## src/hdl/music_macro_tune_parser_assert.svh

```systemverilog
// Assertion macros for the tune parser.
// Included by modules that carry concurrent assertions.
`ifndef MUSIC_MACRO_TUNE_PARSER_ASSERT_SVH
`define MUSIC_MACRO_TUNE_PARSER_ASSERT_SVH

// same-cycle implication
`define MMTP_ASSERT_IMP(label, clk, rst, ante, cons, msg) \
  label: assert property (@(posedge clk) disable iff (rst) (ante) |-> (cons)) \
    else $error(msg);

// next-cycle implication
`define MMTP_ASSERT_NXT(label, clk, rst, ante, cons, msg) \
  label: assert property (@(posedge clk) disable iff (rst) (ante) |=> (cons)) \
    else $error(msg);

`endif

```

## src/hdl/mmtp_pkg.sv

```systemverilog
// Shared types, field widths, event codes and the note frequency table.
// No dependencies.
`timescale 1ns / 1ps

package mmtp_pkg;

  localparam int CHAR_BITS  = 8;
  localparam int KIND_BITS  = 2;
  localparam int FREQ_BITS  = 13;
  localparam int DUR_BITS   = 24;
  localparam int GAP_BITS   = 23;
  localparam int POWER_BITS = 8;
  localparam int NOTE_BITS  = 7;
  localparam int TIME_BITS  = 28;
  localparam int ROM_SIZE   = 84;

  localparam logic [KIND_BITS-1:0] KIND_NOTE  = 2'd0;
  localparam logic [KIND_BITS-1:0] KIND_REST  = 2'd1;
  localparam logic [KIND_BITS-1:0] KIND_END   = 2'd2;
  localparam logic [KIND_BITS-1:0] KIND_ERROR = 2'd3;

  localparam logic [TIME_BITS-1:0] WHOLE_NOTE_US = 28'd240000000;

  typedef struct packed {
    logic [KIND_BITS-1:0]  kind;
    logic [FREQ_BITS-1:0]  freq;
    logic [DUR_BITS-1:0]   dur;
    logic [GAP_BITS-1:0]   gap;
    logic [POWER_BITS-1:0] pwr;
    logic                  rep;
  } result_t;

  localparam logic [FREQ_BITS-1:0] FREQ_TABLE [ROM_SIZE] = '{
    13'd65, 13'd69, 13'd73, 13'd77, 13'd82, 13'd87, 13'd92, 13'd97, 13'd103,
    13'd110, 13'd116, 13'd123, 13'd130, 13'd138, 13'd146, 13'd155, 13'd164,
    13'd174, 13'd184, 13'd195, 13'd207,
    13'd220, 13'd233, 13'd246, 13'd261, 13'd277, 13'd293, 13'd311, 13'd329,
    13'd349, 13'd369, 13'd391, 13'd415,
    13'd440, 13'd466, 13'd493, 13'd523, 13'd554, 13'd587, 13'd622, 13'd659,
    13'd698, 13'd739, 13'd783, 13'd830,
    13'd880, 13'd932, 13'd987, 13'd1046, 13'd1108, 13'd1174, 13'd1244,
    13'd1318, 13'd1396, 13'd1479, 13'd1567, 13'd1661,
    13'd1760, 13'd1864, 13'd1975, 13'd2093, 13'd2217, 13'd2349, 13'd2489,
    13'd2637, 13'd2793, 13'd2959, 13'd3135, 13'd3322,
    13'd3520, 13'd3729, 13'd3951, 13'd4186, 13'd4434, 13'd4698, 13'd4978,
    13'd5274, 13'd5587, 13'd5919, 13'd6271, 13'd6644,
    13'd7040, 13'd7458, 13'd7902
  };

  function automatic logic [FREQ_BITS-1:0] note_freq(input logic [NOTE_BITS-1:0] note);
    logic [NOTE_BITS-1:0] idx;
    idx = note - 7'd1;
    if (note >= 7'd1 && note <= 7'(ROM_SIZE)) begin
      return FREQ_TABLE[idx];
    end
    return '0;
  endfunction

  // semitone of letters A..G, index 0 = A
  function automatic logic [3:0] semitone(input logic [2:0] idx);
    case (idx)
      3'd0:    return 4'd9;
      3'd1:    return 4'd11;
      3'd2:    return 4'd0;
      3'd3:    return 4'd2;
      3'd4:    return 4'd4;
      3'd5:    return 4'd5;
      3'd6:    return 4'd7;
      default: return 4'd0;
    endcase
  endfunction

endpackage

```

## src/hdl/mmtp_ifs.sv

```systemverilog
// Channel interfaces: tune characters in, events out, power register write.
// Depends on mmtp_pkg.
`timescale 1ns / 1ps

interface mmtp_in_if;
  logic                           valid;
  logic                           ready;
  logic                           func;
  logic [mmtp_pkg::CHAR_BITS-1:0] char_code;
  logic                           last;
  modport source (output valid, func, char_code, last, input ready);
  modport sink (input valid, func, char_code, last, output ready);
endinterface

interface mmtp_out_if;
  logic                            valid;
  logic                            ready;
  logic [mmtp_pkg::KIND_BITS-1:0]  event_kind;
  logic [mmtp_pkg::FREQ_BITS-1:0]  frequency_hz;
  logic [mmtp_pkg::DUR_BITS-1:0]   duration_us;
  logic [mmtp_pkg::GAP_BITS-1:0]   gap_us;
  logic [mmtp_pkg::POWER_BITS-1:0] power_level;
  logic                            repeat_flag;
  logic                            last_result;
  modport source (output valid, event_kind, frequency_hz, duration_us, gap_us,
                  power_level, repeat_flag, last_result, input ready);
  modport sink (input valid, event_kind, frequency_hz, duration_us, gap_us,
                power_level, repeat_flag, last_result, output ready);
endinterface

interface mmtp_cfg_if;
  logic                            valid;
  logic                            ready;
  logic [mmtp_pkg::POWER_BITS-1:0] data;
  modport source (output valid, data, input ready);
  modport sink (input valid, data, output ready);
endinterface

```

## src/hdl/mmtp_div.sv

```systemverilog
// Restoring serial divider, one quotient bit per cycle.
// Standalone; used by the tune parser sequencer.
`timescale 1ns / 1ps

module mmtp_div #(
  parameter int DW = 28,
  parameter int VW = 16
) (
  input  logic          clk,
  input  logic          rst,
  input  logic          start,
  input  logic [DW-1:0] dividend,
  input  logic [VW-1:0] divisor,
  output logic          done,
  output logic [DW-1:0] quotient
);

  localparam int CW = $clog2(DW + 1);

  logic [VW-1:0] rem;
  logic [VW-1:0] dvs;
  logic [DW-1:0] quo;
  logic [CW-1:0] cnt;
  logic          busy;
  logic [VW:0]   rem_sh;
  logic [VW+1:0] diff;
  logic          borrow;

  assign rem_sh   = {rem, quo[DW-1]};
  assign diff     = {1'b0, rem_sh} - {2'b00, dvs};
  assign borrow   = diff[VW+1];
  assign quotient = quo;

  always_ff @(posedge clk) begin
    if (rst) begin
      busy <= 1'b0;
      done <= 1'b0;
      cnt  <= '0;
    end else begin
      done <= 1'b0;
      if (start) begin
        busy <= 1'b1;
        quo  <= dividend;
        rem  <= '0;
        dvs  <= divisor;
        cnt  <= CW'(DW);
      end else if (busy) begin
        rem <= borrow ? rem_sh[VW-1:0] : diff[VW-1:0];
        quo <= {quo[DW-2:0], ~borrow};
        cnt <= cnt - 1'b1;
        if (cnt == CW'(1)) begin
          busy <= 1'b0;
          done <= 1'b1;
        end
      end
    end
  end

endmodule

```

## src/hdl/music_macro_tune_parser.sv

```systemverilog
// Music macro language tune parser: top level sequencer.
// Depends on mmtp_pkg, mmtp_ifs, mmtp_div and the assertion header.
//
// Usage:
//   tune   : one item per character (func, char_code, last). func starts a
//            new tune. Ready only while the sequencer is idle.
//   events : note, rest, end and error events; last_result marks the final
//            event caused by an input item.
//   cfg    : writes tone_power, always ready; write only while idle.
// Note path:
//   Completing a note or rest runs two serial divisions on the shared
//   divider (whole period by tempo, then by length), adds one extension
//   per dot and hands the result to the hold stage; a stalled output
//   delays that handoff.
// Reset: rst (synchronous) restores tempo 120, length 4, octave 4, normal
//   articulation, tone_power 30, and leaves the tune inactive.
// Stall: results wait in a hold stage and an output register; the sequencer
//   halts until the output register frees up, dropping nothing.
`timescale 1ns / 1ps
`include "music_macro_tune_parser_assert.svh"

module music_macro_tune_parser #(
  parameter int HIGHEST_NOTE = 84,
  parameter int NUMBER_BITS  = 16,
  parameter int MAX_OCTAVE   = 6
) (
  input logic       clk,
  input logic       rst,
  mmtp_cfg_if.sink  cfg,
  mmtp_in_if.sink   tune,
  mmtp_out_if.source events
);

  localparam int NB = NUMBER_BITS;
  localparam int TB = mmtp_pkg::TIME_BITS;
  localparam logic [NB-1:0] NUM_CAP = {NB{1'b1}};

  localparam logic [7:0] CH_NUL   = 8'h00;
  localparam logic [7:0] CH_TAB   = 8'h09;
  localparam logic [7:0] CH_CR    = 8'h0D;
  localparam logic [7:0] CH_SPACE = 8'h20;
  localparam logic [7:0] CH_HASH  = 8'h23;
  localparam logic [7:0] CH_PLUS  = 8'h2B;
  localparam logic [7:0] CH_MINUS = 8'h2D;
  localparam logic [7:0] CH_DOT   = 8'h2E;
  localparam logic [7:0] CH_0     = 8'h30;
  localparam logic [7:0] CH_9     = 8'h39;
  localparam logic [7:0] CH_LT    = 8'h3C;
  localparam logic [7:0] CH_GT    = 8'h3E;
  localparam logic [7:0] CH_A     = 8'h41;
  localparam logic [7:0] CH_B     = 8'h42;
  localparam logic [7:0] CH_F     = 8'h46;
  localparam logic [7:0] CH_G     = 8'h47;
  localparam logic [7:0] CH_L     = 8'h4C;
  localparam logic [7:0] CH_M     = 8'h4D;
  localparam logic [7:0] CH_N     = 8'h4E;
  localparam logic [7:0] CH_O     = 8'h4F;
  localparam logic [7:0] CH_P     = 8'h50;
  localparam logic [7:0] CH_S     = 8'h53;
  localparam logic [7:0] CH_T     = 8'h54;
  localparam logic [7:0] CH_LA    = 8'h61;
  localparam logic [7:0] CH_LZ    = 8'h7A;

  localparam logic [1:0] ART_NORMAL   = 2'd0;
  localparam logic [1:0] ART_LEGATO   = 2'd1;
  localparam logic [1:0] ART_STACCATO = 2'd2;

  localparam logic [3:0] DOTS_MAX = 4'd15;

  typedef enum logic [6:0] {
    ST_IDLE      = 7'b0000001,
    ST_FEED      = 7'b0000010,
    ST_DIV_WHOLE = 7'b0000100,
    ST_DIV_LEN   = 7'b0001000,
    ST_DOTS      = 7'b0010000,
    ST_PUSH      = 7'b0100000,
    ST_FIN       = 7'b1000000
  } state_t;

  typedef enum logic [9:0] {
    PH_IDLE  = 10'b0000000001,
    PH_LEN   = 10'b0000000010,
    PH_OCT   = 10'b0000000100,
    PH_TEMPO = 10'b0000001000,
    PH_MODE  = 10'b0000010000,
    PH_REST  = 10'b0000100000,
    PH_NNUM  = 10'b0001000000,
    PH_ACC   = 10'b0010000000,
    PH_NLEN  = 10'b0100000000,
    PH_DOT   = 10'b1000000000
  } phase_t;

  state_t                state;
  phase_t                phase;
  logic [7:0]            tone_power;
  logic [7:0]            tempo;
  logic [NB-1:0]         deflen;
  logic [NB-1:0]         accum;
  logic [3:0]            octave;
  logic [3:0]            dots;
  logic [3:0]            dots_left;
  logic [1:0]            artic;
  logic                  repeat_on;
  logic                  active;
  logic                  last_pend;
  logic                  cont;
  logic [7:0]            ch;
  logic [6:0]            pnote;
  logic [TB-1:0]         dur;
  logic [TB-1:0]         ext;
  logic [TB-1:0]         gap;
  mmtp_pkg::result_t     res;
  mmtp_pkg::result_t     hold;
  logic                  hold_valid;
  mmtp_pkg::result_t     out_r;
  logic                  out_last;
  logic                  out_valid;

  logic                  div_start;
  logic                  div_done;
  logic [TB-1:0]         div_a;
  logic [NB-1:0]         div_b;
  logic [TB-1:0]         div_q;

  logic [7:0]            folded;
  logic                  in_space;
  logic                  is_digit;
  logic                  is_letter;
  logic [NB+3:0]         digit_sum;
  logic [NB-1:0]         accum_dig;
  logic [6:0]            letter_note;
  logic [TB-1:0]         gap_c;
  logic [TB-1:0]         base_c;
  logic                  out_free;

  assign folded   = (tune.char_code >= CH_LA && tune.char_code <= CH_LZ) ?
                    tune.char_code - 8'd32 : tune.char_code;
  assign in_space = (folded == CH_SPACE) || (folded >= CH_TAB && folded <= CH_CR);
  assign is_digit = (ch >= CH_0) && (ch <= CH_9);
  assign is_letter = (ch >= CH_A) && (ch <= CH_G);

  assign digit_sum = ({4'b0000, accum} << 3) + ({4'b0000, accum} << 1)
                   + {{NB{1'b0}}, ch[3:0]};
  assign accum_dig = (digit_sum[NB+3:NB] != 4'd0) ? NUM_CAP : digit_sum[NB-1:0];

  assign letter_note = 7'(mmtp_pkg::semitone(ch[2:0] - 3'd1))
                     + ({3'b000, octave} << 3) + ({3'b000, octave} << 2) + 7'd1;

  assign out_free = !out_valid || events.ready;

  // shared divider: whole period by tempo, then by note length
  assign div_start = (state == ST_FEED && phase == PH_DOT && ch != CH_DOT)
                  || (state == ST_DIV_WHOLE && div_done);
  assign div_a = (state == ST_FEED) ? mmtp_pkg::WHOLE_NOTE_US : div_q;
  always_comb begin
    if (state == ST_FEED) begin
      div_b = (tempo == 8'd0) ? NB'(1) : NB'(tempo);
    end else begin
      div_b = (accum == '0) ? NB'(1) : accum;
    end
  end

  always_comb begin
    gap_c = '0;
    if (pnote != 7'd0) begin
      if (artic == ART_NORMAL) begin
        gap_c = div_q >> 3;
      end else if (artic == ART_STACCATO) begin
        gap_c = div_q >> 2;
      end
    end
    base_c = div_q - gap_c;
  end

  mmtp_div #(.DW(TB), .VW(NB)) u_div (
    .clk      (clk),
    .rst      (rst),
    .start    (div_start),
    .dividend (div_a),
    .divisor  (div_b),
    .done     (div_done),
    .quotient (div_q)
  );

  always_ff @(posedge clk) begin
    logic done;
    logic fail;
    logic fin;
    logic clr;
    done = 1'b0;
    fail = 1'b0;
    fin  = 1'b0;
    clr  = 1'b0;
    if (rst) begin
      state      <= ST_IDLE;
      phase      <= PH_IDLE;
      tone_power <= 8'd30;
      tempo      <= 8'd120;
      deflen     <= NB'(4);
      accum      <= '0;
      octave     <= 4'd4;
      dots       <= '0;
      artic      <= ART_NORMAL;
      repeat_on  <= 1'b0;
      pnote      <= '0;
      active     <= 1'b0;
      last_pend  <= 1'b0;
      hold_valid <= 1'b0;
      out_valid  <= 1'b0;
    end else begin
      if (cfg.valid) begin
        tone_power <= cfg.data;
      end
      if (out_valid && events.ready) begin
        out_valid <= 1'b0;
      end
      unique case (state)
        ST_IDLE: begin
          if (tune.valid) begin
            if (tune.func) begin
              clr = 1'b1;
              active    <= 1'b1;
              ch        <= CH_NUL;
              last_pend <= 1'b0;
              state     <= tune.last ? ST_FEED : ST_FIN;
            end else if (!active) begin
              state <= ST_FIN;
            end else if (folded == CH_NUL) begin
              ch        <= CH_NUL;
              last_pend <= 1'b0;
              state     <= ST_FEED;
            end else if (in_space) begin
              ch        <= CH_NUL;
              last_pend <= 1'b0;
              state     <= tune.last ? ST_FEED : ST_FIN;
            end else begin
              ch        <= folded;
              last_pend <= tune.last;
              state     <= ST_FEED;
            end
          end
        end
        ST_FEED: begin
          unique case (phase)
            PH_LEN: begin
              if (is_digit) begin
                accum <= accum_dig;
                done = 1'b1;
              end else if (accum == '0) begin
                fail = 1'b1;
              end else begin
                deflen <= accum;
                phase  <= PH_IDLE;
              end
            end
            PH_OCT: begin
              if (is_digit) begin
                accum <= accum_dig;
                done = 1'b1;
              end else begin
                octave <= (accum > NB'(MAX_OCTAVE)) ? 4'(MAX_OCTAVE) : accum[3:0];
                phase  <= PH_IDLE;
              end
            end
            PH_TEMPO: begin
              if (is_digit) begin
                accum <= accum_dig;
                done = 1'b1;
              end else if (accum < NB'(32) || accum > NB'(255)) begin
                fail = 1'b1;
              end else begin
                tempo <= accum[7:0];
                phase <= PH_IDLE;
              end
            end
            PH_MODE: begin
              phase <= PH_IDLE;
              if (ch == CH_N) begin
                artic <= ART_NORMAL;
                done = 1'b1;
              end else if (ch == CH_L) begin
                artic <= ART_LEGATO;
                done = 1'b1;
              end else if (ch == CH_S) begin
                artic <= ART_STACCATO;
                done = 1'b1;
              end else if (ch == CH_F) begin
                repeat_on <= 1'b0;
                done = 1'b1;
              end else if (ch == CH_B) begin
                repeat_on <= 1'b1;
                done = 1'b1;
              end else begin
                fail = 1'b1;
              end
            end
            PH_REST: begin
              if (is_digit) begin
                accum <= accum_dig;
                done = 1'b1;
              end else begin
                phase <= PH_DOT;
              end
            end
            PH_NNUM: begin
              if (is_digit) begin
                accum <= accum_dig;
                done = 1'b1;
              end else if (accum > NB'(HIGHEST_NOTE)) begin
                fail = 1'b1;
              end else begin
                pnote <= accum[6:0];
                accum <= deflen;
                phase <= PH_DOT;
              end
            end
            PH_ACC: begin
              phase <= PH_NLEN;
              if (ch == CH_HASH || ch == CH_PLUS) begin
                if (pnote < 7'(HIGHEST_NOTE)) begin
                  pnote <= pnote + 7'd1;
                end
                done = 1'b1;
              end else if (ch == CH_MINUS) begin
                if (pnote > 7'd1) begin
                  pnote <= pnote - 7'd1;
                end
                done = 1'b1;
              end
            end
            PH_NLEN: begin
              if (is_digit) begin
                accum <= accum_dig;
                done = 1'b1;
              end else begin
                if (accum == '0) begin
                  accum <= deflen;
                end
                phase <= PH_DOT;
              end
            end
            PH_DOT: begin
              if (ch == CH_DOT) begin
                if (dots < DOTS_MAX) begin
                  dots <= dots + 4'd1;
                end
                done = 1'b1;
              end else begin
                state <= ST_DIV_WHOLE;
              end
            end
            PH_IDLE: begin
              unique case (ch)
                CH_NUL: fin = 1'b1;
                CH_L: begin
                  phase <= PH_LEN;
                  accum <= '0;
                  dots  <= '0;
                  done = 1'b1;
                end
                CH_O: begin
                  phase <= PH_OCT;
                  accum <= '0;
                  dots  <= '0;
                  done = 1'b1;
                end
                CH_T: begin
                  phase <= PH_TEMPO;
                  accum <= '0;
                  dots  <= '0;
                  done = 1'b1;
                end
                CH_M: begin
                  phase <= PH_MODE;
                  done = 1'b1;
                end
                CH_P: begin
                  phase <= PH_REST;
                  accum <= '0;
                  dots  <= '0;
                  pnote <= '0;
                  done = 1'b1;
                end
                CH_N: begin
                  phase <= PH_NNUM;
                  accum <= '0;
                  dots  <= '0;
                  done = 1'b1;
                end
                CH_LT: begin
                  if (octave != 4'd0) begin
                    octave <= octave - 4'd1;
                  end
                  done = 1'b1;
                end
                CH_GT: begin
                  if (octave < 4'(MAX_OCTAVE)) begin
                    octave <= octave + 4'd1;
                  end
                  done = 1'b1;
                end
                default: begin
                  if (is_letter) begin
                    pnote <= letter_note;
                    phase <= PH_ACC;
                    accum <= '0;
                    dots  <= '0;
                    done = 1'b1;
                  end else begin
                    fail = 1'b1;
                  end
                end
              endcase
            end
            default: phase <= PH_IDLE;
          endcase
          if (fail) begin
            res       <= '{kind: mmtp_pkg::KIND_ERROR, default: '0};
            clr = 1'b1;
            active    <= 1'b0;
            cont      <= 1'b0;
            state     <= ST_PUSH;
          end
          if (fin) begin
            res       <= '{kind: mmtp_pkg::KIND_END, rep: repeat_on, default: '0};
            clr = 1'b1;
            active    <= repeat_on;
            cont      <= 1'b0;
            state     <= ST_PUSH;
          end
          if (done) begin
            if (last_pend && active) begin
              ch        <= CH_NUL;
              last_pend <= 1'b0;
            end else begin
              state <= ST_FIN;
            end
          end
        end
        ST_DIV_WHOLE: begin
          if (div_done) begin
            state <= ST_DIV_LEN;
          end
        end
        ST_DIV_LEN: begin
          if (div_done) begin
            dur       <= base_c;
            ext       <= base_c >> 1;
            gap       <= gap_c;
            dots_left <= dots;
            state     <= ST_DOTS;
          end
        end
        ST_DOTS: begin
          if (dots_left != 4'd0) begin
            dur       <= dur + ext;
            ext       <= ext >> 1;
            dots_left <= dots_left - 4'd1;
          end else begin
            if (pnote == 7'd0) begin
              res <= '{kind: mmtp_pkg::KIND_REST, dur: dur[mmtp_pkg::DUR_BITS-1:0],
                       default: '0};
            end else begin
              res <= '{kind: mmtp_pkg::KIND_NOTE,
                       freq: mmtp_pkg::note_freq(pnote),
                       dur:  dur[mmtp_pkg::DUR_BITS-1:0],
                       gap:  gap[mmtp_pkg::GAP_BITS-1:0],
                       pwr:  tone_power,
                       rep:  1'b0};
            end
            phase <= PH_IDLE;
            accum <= '0;
            dots  <= '0;
            pnote <= '0;
            cont  <= 1'b1;
            state <= ST_PUSH;
          end
        end
        ST_PUSH: begin
          if (!hold_valid || out_free) begin
            if (hold_valid) begin
              out_r     <= hold;
              out_last  <= 1'b0;
              out_valid <= 1'b1;
            end
            hold       <= res;
            hold_valid <= 1'b1;
            if (cont) begin
              state <= ST_FEED;
            end else if (last_pend && active) begin
              ch        <= CH_NUL;
              last_pend <= 1'b0;
              state     <= ST_FEED;
            end else begin
              state <= ST_FIN;
            end
          end
        end
        ST_FIN: begin
          if (!hold_valid) begin
            state <= ST_IDLE;
          end else if (out_free) begin
            out_r      <= hold;
            out_last   <= 1'b1;
            out_valid  <= 1'b1;
            hold_valid <= 1'b0;
            state      <= ST_IDLE;
          end
        end
        default: state <= ST_IDLE;
      endcase
      if (clr) begin
        tempo     <= 8'd120;
        deflen    <= NB'(4);
        octave    <= 4'd4;
        artic     <= ART_NORMAL;
        repeat_on <= 1'b0;
        phase     <= PH_IDLE;
        accum     <= '0;
        dots      <= '0;
        pnote     <= '0;
      end
    end
  end

  assign tune.ready         = (state == ST_IDLE);
  assign cfg.ready          = 1'b1;
  assign events.valid       = out_valid;
  assign events.event_kind  = out_r.kind;
  assign events.frequency_hz = out_r.freq;
  assign events.duration_us = out_r.dur;
  assign events.gap_us      = out_r.gap;
  assign events.power_level = out_r.pwr;
  assign events.repeat_flag = out_r.rep;
  assign events.last_result = out_last;

  `MMTP_ASSERT_IMP(a_idle_hold_empty, clk, rst, state == ST_IDLE, !hold_valid, "hold not drained")
  `MMTP_ASSERT_IMP(a_inactive_phase, clk, rst, state == ST_IDLE && !active, phase == PH_IDLE, "stale phase")
  `MMTP_ASSERT_IMP(a_tempo_range, clk, rst, 1'b1, tempo >= 8'd32, "tempo below range")
  `MMTP_ASSERT_IMP(a_div_owner, clk, rst, div_done, state == ST_DIV_WHOLE || state == ST_DIV_LEN, "stray divide")
  `MMTP_ASSERT_NXT(a_fin_last, clk, rst, state == ST_FIN && hold_valid && out_free, out_valid && out_last, "final item unmarked")

endmodule
```

## src/flat_wrapper.sv

```systemverilog
// flat-port wrapper written by rule: the top's interface ports become plain ports
module music_macro_tune_parser_flat 
#(
  parameter int HIGHEST_NOTE = 84,
  parameter int NUMBER_BITS  = 16,
  parameter int MAX_OCTAVE   = 6
)
  (clk, rst, cfg_valid, cfg_data, cfg_ready, tune_valid, tune_func, tune_char_code, tune_last, tune_ready, events_valid, events_event_kind, events_frequency_hz, events_duration_us, events_gap_us, events_power_level, events_repeat_flag, events_last_result, events_ready);
  mmtp_cfg_if cfg_i ();
  mmtp_in_if tune_i ();
  mmtp_out_if events_i ();
  input logic clk;
  input logic rst;
  input wire logic [$bits(cfg_i.valid)-1:0] cfg_valid;
  input wire logic [$bits(cfg_i.data)-1:0] cfg_data;
  output wire logic [$bits(cfg_i.ready)-1:0] cfg_ready;
  input wire logic [$bits(tune_i.valid)-1:0] tune_valid;
  input wire logic [$bits(tune_i.func)-1:0] tune_func;
  input wire logic [$bits(tune_i.char_code)-1:0] tune_char_code;
  input wire logic [$bits(tune_i.last)-1:0] tune_last;
  output wire logic [$bits(tune_i.ready)-1:0] tune_ready;
  output wire logic [$bits(events_i.valid)-1:0] events_valid;
  output wire logic [$bits(events_i.event_kind)-1:0] events_event_kind;
  output wire logic [$bits(events_i.frequency_hz)-1:0] events_frequency_hz;
  output wire logic [$bits(events_i.duration_us)-1:0] events_duration_us;
  output wire logic [$bits(events_i.gap_us)-1:0] events_gap_us;
  output wire logic [$bits(events_i.power_level)-1:0] events_power_level;
  output wire logic [$bits(events_i.repeat_flag)-1:0] events_repeat_flag;
  output wire logic [$bits(events_i.last_result)-1:0] events_last_result;
  input wire logic [$bits(events_i.ready)-1:0] events_ready;
  assign cfg_i.valid = cfg_valid;
  assign cfg_i.data = cfg_data;
  assign cfg_ready = cfg_i.ready;
  assign tune_i.valid = tune_valid;
  assign tune_i.func = tune_func;
  assign tune_i.char_code = tune_char_code;
  assign tune_i.last = tune_last;
  assign tune_ready = tune_i.ready;
  assign events_valid = events_i.valid;
  assign events_event_kind = events_i.event_kind;
  assign events_frequency_hz = events_i.frequency_hz;
  assign events_duration_us = events_i.duration_us;
  assign events_gap_us = events_i.gap_us;
  assign events_power_level = events_i.power_level;
  assign events_repeat_flag = events_i.repeat_flag;
  assign events_last_result = events_i.last_result;
  assign events_i.ready = events_ready;
  music_macro_tune_parser #(.HIGHEST_NOTE(HIGHEST_NOTE), .NUMBER_BITS(NUMBER_BITS), .MAX_OCTAVE(MAX_OCTAVE)) u_core (.clk(clk), .rst(rst), .cfg(cfg_i), .tune(tune_i), .events(events_i));
endmodule
```

## config.mk

```make
export PLATFORM = sky130hd
export DESIGN_NAME = music_macro_tune_parser_flat
export DESIGN_NICKNAME = d
export VERILOG_FILES = /design/src/hdl/mmtp_pkg.sv /design/src/hdl/mmtp_ifs.sv /design/src/hdl/mmtp_div.sv /design/src/hdl/music_macro_tune_parser.sv /design/src/flat_wrapper.sv
export VERILOG_INCLUDE_DIRS = /design/src /design/src/hdl
export SDC_FILE = /design/constraint.sdc
export NUM_CORES = 1
export LEC_CHECK = 0
export BUFFER_PORTS_ARGS = -buffer_cell sky130_fd_sc_hd__buf_2
export CORE_ASPECT_RATIO = 0.9
export CORE_MARGIN = 5
export CORE_UTILIZATION = 32
export DETAILED_ROUTE_END_ITERATION = 7
export HOLD_SLACK_MARGIN = 0.03
export RECOVER_POWER = 50
export SLEW_MARGIN = 20
export SYNTH_ARGS = -nofsm -noshare
export SYNTH_HDL_FRONTEND = slang
export SYNTH_SLANG_ARGS = --single-unit
```

## constraint.sdc

```tcl
create_clock -name clk -period 7.68 [get_ports clk]
set_clock_uncertainty 0.05 [all_clocks]
set_input_delay 0 -clock clk [delete_from_list [all_inputs] [get_ports clk]]
set_output_delay 0 -clock clk [all_outputs]
set_load 0.03 [all_outputs]
```

Word-level counts from Yosys, hierarchy flattened
Memory sizes are Yosys's and may differ from the RTL's.
Index checks and enable logic that the tools add are counted.
Word-level totals
  memories: 1
  bits in read-only memories: 1664
  output and inout port bits: 75
  register bits after elaboration: 460
Cells by class
  equal/unequal tests: 86
  bitwise logic cells: 9
  add/sub/neg operators: 17
  magnitude comparators: 19
  reductions and logical operators: 72
  muxes and demuxes: 204
Memories
  (no name shown): words 128, bits a word 13, read ports 1, clocked after Yosys merged registers in 0, wr ports 0, line mmtp_pkg.sv:54  | return FREQ_TABLE[idx];
Operators by type and width (number)
  $mux W71: 7
  $pmux W71 S2: 2
  $mux W28: 9
  $mux W7: 28
  $mux W16: 12
  $pmux W28 S2: 2
  $mux W10: 10
  $mux W8: 11
  $pmux W10 S8: 1
  $mux W1: 74
  $eq A8 B7 Y1 const B: 9
  $mux W70: 1
  $pmux W10 S7: 1
  $pmux W16 S2: 2
  $pmux W16 S4: 1
  $eq A8 B6 Y1 const B: 7
  $mux W13: 4
  $pmux W7 S7: 1
  $ne A3 B3 Y1 const B: 16
  $pmux W4 S2: 6
  $mux W4: 10
  $reduce_and A6 Y1: 5
  $add A28 B28 Y28: 1
  $pmux W7 S2: 2
  98 further kinds: 185

Logic depth before layout (Yosys ltp)
  depth in word-level cells: 14
  depth in mapped cells: 20

Cells and area by module
A second synthesis with hierarchy kept.
Unflattened totals
  cells, all modules: 2308
  area total of the unflattened synthesis: 24715.0 µm²
By module, submodules not included
  music_macro_tune_parser: cells each 2027, sequential area each 10780.3 µm², instances 1, area each 21186.6 µm²
  mmtp_div: cells each 281, sequential area each 1941.9 µm², instances 1, area each 3528.4 µm²

Worst setup path before layout
No wires, ideal clock.
  kind: reg-to-reg
  from: reg u_core.accum[5]
  to: reg u_core.cont, enable pin
  path buffers: 1
  cell stages (with the launch flop): 9
  path slack: 0.191 ns
  arrival: 6.848 ns
  clock period less this slack: 7.489 ns
  library setup time: 0.591 ns
  required time: 7.039 ns
  cells stage by stage: dfxtp_1 -> clkbuf_1 -> nor3_1 -> nand4_1 -> or4_1 -> o221a_2 -> o21ai_0 -> nor2_1 -> nor3_1
On the way
  cells in the longest elaborated chain, start to end: 9
Ends and longest elaborated chain
  start, declared: line music_macro_tune_parser.sv:98  | logic [NB-1:0] accum;
  start signal, assigned: line music_macro_tune_parser.sv:247  | accum <= accum_dig;
  start signal, assigned: line music_macro_tune_parser.sv:258  | accum <= accum_dig;
  start signal, assigned: line music_macro_tune_parser.sv:267  | accum <= accum_dig;
  $lt A16 B6 Y1 / $gt A16 B8 Y1 (equally long branches): line music_macro_tune_parser.sv:269  | end else if (accum < NB'(32) || accum > NB'(255)) begin
  $logic_or A1 B1 Y1: line music_macro_tune_parser.sv:269
  $mux W1: line music_macro_tune_parser.sv:269
  $mux W1: line music_macro_tune_parser.sv:266  | if (is_digit) begin
  $pmux W1 S5 (*): line music_macro_tune_parser.sv:244  | unique case (phase)
  $mux W1 (*): line music_macro_tune_parser.sv:217  | unique case (state)
  $mux W1 (*): line music_macro_tune_parser.sv:194  | if (rst) begin
  $ne A3 B3 Y1 (no line) (*)
  $reduce_and A4 Y1 (no line) (*)
  end signal, assigned: line music_macro_tune_parser.sv:421  | cont <= 1'b0;
  end signal, assigned: line music_macro_tune_parser.sv:428  | cont <= 1'b0;
  end signal, assigned: line music_macro_tune_parser.sv:475  | cont <= 1'b1;
  end, declared: line music_macro_tune_parser.sv:106  | logic cont;
Every way passes the cells marked *; elsewhere a longest branch is shown, timed or not. The select of a mux whose other input is x is not followed.
A chain may end at the register's enable or synchronous reset.

Worst setup path after layout
  from: reg u_core.state[6]
  to: reg u_core.dur[9], data pin
On the way
  cells in the longest elaborated chain, start to end: 2
Ends and longest elaborated chain
  start, declared: line music_macro_tune_parser.sv:93  | state_t state;
  start signal, assigned: line music_macro_tune_parser.sv:225  | state <= tune.last ? ST_FEED : ST_FIN;
  start signal, assigned: line music_macro_tune_parser.sv:235  | state <= tune.last ? ST_FEED : ST_FIN;
  $eq A7 B5 Y1 / $eq A7 B4 Y1 (equally long branches)
  $pmux W28 S2 (*): line music_macro_tune_parser.sv:217
  end signal, assigned: line music_macro_tune_parser.sv:447  | dur <= base_c;
  end signal, assigned: line music_macro_tune_parser.sv:456  | dur <= dur + ext;
  end, declared: line music_macro_tune_parser.sv:109  | logic [TB-1:0] dur;
Every way passes the cells marked *; elsewhere a longest branch is shown, timed or not.

==> results.yml <==
synthesis:
  synth-seq-cells: 455
  ys_types: 88
  netlist_area_um2: 24300
  synth-main-ff-cell: "edfxtp_1"
  avgSynthCellArea_um2: 10.5
  yosysSeqAreaShare: 0.523
  synthCells: 2309
  synth_warnings: 0
  ys_async_sr_fraction: 0
  syn_nets: 2463
  synth_edf_count: 361
cells_and_area:
  final_cells: 3467
  num-nets-final: 2555
  antenna_cells: 0
  syn_to_final_growth_pct: 13.7
  drive_gt1_frac: 0.0718
  finalInstanceArea_um2: 27700
drt:
  via_per_inst: 5.18
  drc: 0
  drt-total-wl_um: 59000
  firstDrtPassIters: 5
  ant_nets: 0
  drtIter0Drc: 1440
  vias: 18000
  wl_per_cell_um: 17.0
global_routing:
  grt_pass1_wl_um: 93700
  antenna_found_initial: 0
  grt_max_degree: 77
  grt_pass1_vias: 17500
  grt_util_all_layers: 0.139
  gr-total-overflow: 0
pwr:
  p_int_mw: 3.97
  p_per_area_nw_per_um2: 184
  max-vdd-ir-drop_mv: 0.176
  sw_frac_of_total: 0.219
  p_clk_frac: 0.438
  switchingPower_mw: 1.12
  combPwrFrac: 0.039
  power.leakage_nw: 10.3
  seqPwrFrac: 0.524
  power_mw: 5.09
timing:
  fin_crit_sh: 0.823
  fmax_mhz: 158
  tightest_slew_ns: 3.83
  setup_ws_ns: 1.36
  setup_violations: 0
  maxSlewViolCount: 226
  rsz0062_at_grt: "false"
  maxSlewHeadroom: -1.55
  min_period_ns: 6.32
  hold_viol_final: 0
  setup_tns_ns: 0
critical_path:
  crit_path_end_kind: "register"
  crit_required_ns: 8.00
  critPathLaunchType: "register"
  cp_max_fo: 76
  worstSetupPathType: "reg2reg"
  cp.arrival_ns: 6.64
clock_network:
  htree_levels: 2
  path_clk_slew_ns: 0.06
  cts_tree: "built"
  cts-resized-gates: 0
  clock_sinks: 455
  cts_made_buffers: 46
  worstSkewPairLatency_ns: 0.59
  clock-root-buffer: "clkbuf_16"
  clockBufferDepth: 3
place:
  dpl.cell_count: 3343
  globalplace.congestion: 0.885
  pre_cts_ws_ns: 1.71
  placed_area_um2: 25900
  numPortBuffers: 96
  hpwl_um: 40700
status:
  violations: "capacitance limit, slew limit"
  status: "finished with violations"
flow_run:
  cap_violations: 4
floorplanning:
  coreArea_um2: 75800
  die_w_um: 301
  fp.dieH_um: 272
  row_count: 96
  boundaryPins: 98
  initial_core_util: 0.321
  fp.dieArea_um2: 81700
hold_path:
  hp-class: "in2reg"
-- metal layers --
metal  up-vias  GRT usage  wire length [µm]
li1       8676          -                 -
met1      8639      0.203             28200
met2       560      0.212             25500
met3        82     0.0231              4000
met4         0     0.0400              1360
met5         -          0                 0
-- per-stage QoR --
step / util / hold WS (ns)
final: 0.365 / 0.0819
after global routing: 0.365 / 0.147
after CTS: 0.367 / 0.0406
after detailed placement: 0.342 / 0.165
after global placement: 0.342 / 0.161
after floorplan: - / 0.0724
-- state kept, by name, indices dropped and copies added, names as in the netlist, 23 cells and up --
name,flops
u_core.events.gap_us,23
u_core.dur,24
u_core.hold,71
u_core.res,71
u_core.events.duration_us,24
u_core.ext,27
u_core.u_div.quotient,28
u_core.gap,23
-- cells in the final DEF, fill, tap and decap left out, types with 36 or more instances in the layout --
cell type and count:
edfxtp_1 361, dfxtp_1 94, ha_1 124, a21o_1 46
xnor2_1 49, mux2i_1 42, clkbuf_1 88, nor3_1 52
a211oi_1 36, a21oi_1 137, nand2b_1 40, nor2_1 231
and2_1 81, inv_1 78, o21ai_0 106, nand3_1 37
nand2_1 212, dlygate4sd3_1 39, clkbuf_16 46
-- cells by family (layout without fill, tap and decap cells) --
family          count (synthesis)  count (layout)  share of synthesized area
compound gates                554             554                      0.151
buf+inv                       198             327                     0.0317
xor+xnor                       88              88                     0.0320
simple gates                  812             812                      0.162
flops                         455             455                      0.523
mux                            70              70                     0.0311
other cells                     1               1                   0.000154
fa+ha+maj                     131             131                     0.0695
-- final timing paths --
| path | slack [ns] | start | cells past startpoint | to |
|---|---|---|---|---|
| hold reg to reg | 0.36 | u_core.res[17]$_SDFFCE_PP0P_ | 0 | u_core.hold[17]$_DFFE_PP_ |
| setup reg to reg | 1.36 | u_core.state[6]$_SDFFE_PP0P_ | 8 | u_core.dur[9]$_DFFE_PP_ |
| setup / recovery | 1.36 | u_core.state[6]$_SDFFE_PP0P_ | 8 | u_core.dur[9]$_DFFE_PP_ |
| hold / removal | 0.08 | tune_char_code[4] | 6 | u_core.state[1]$_SDFFE_PP0P_ |
-- cell type report --
cell class              count  area, µm²
fillers                  7507      48100
flip-flops and latches    455      12700
multi-input cells        1656      10900
well taps                1029       1290
clock buffers              55       1190
repair buffers            163        966
clock inverters            30        303
inverters                  79        297
-- what timing repair did --
action / in CTS / in global routing
endpoints found under the setup margin: 0 / 0
buffers inserted: 0 / 0
hold buffers: 39 / 0
hold endpoints to repair: 32 / 0
-- cells in the mapped netlist, drive strengths merged (17+ instances only) --
master | number | area share
o21a | 24 | 0.0074
a22oi | 17 | 0.0052
nor3 | 54 | 0.011
edfxtp | 361 | 0.45
a211o | 17 | 0.0061
nand3 | 37 | 0.0076
o31ai | 25 | 0.0077
nand2b | 40 | 0.010
o211ai | 18 | 0.0056
dfxtp | 94 | 0.077
inv | 78 | 0.012
nor2b | 31 | 0.0080
a31oi | 23 | 0.0062
xor2 | 36 | 0.013
a21o | 46 | 0.014
and3 | 24 | 0.0062
and2 | 88 | 0.023
buf | 28 | 0.0054
mux2 | 26 | 0.012
clkbuf | 91 | 0.014
ha | 124 | 0.064
o21ai | 108 | 0.022
a21oi | 138 | 0.028
nor2 | 234 | 0.036
mux2i | 42 | 0.017
nor4 | 18 | 0.0052
nand2 | 212 | 0.033
xnor2 | 52 | 0.019
a211oi | 36 | 0.011
-- critical path: stages, from the launching register on --
cell and delay, ns:
dfxtp_1 0.44, nor4_1 0.10, nand2b_1 0.15, or2_2 0.14
clkbuf_1 2.06, inv_1 1.24, clkbuf_2 1.00, or3b_2 0.78
o21ai_0 0.10
-- power groups by stage --
stage,Clock (mW),Sequential (mW),Combinational (mW)
3_5_place_dp,0,2.72,0.178
5_1_grt,2.41,2.67,0.218
2_1_floorplan,0,2.71,0.136
4_1_cts,2.31,2.67,0.196
3_3_place_gp,0,2.72,0.175
6_report,2.23,2.67,0.196
(Power assumes the default switching activity.)
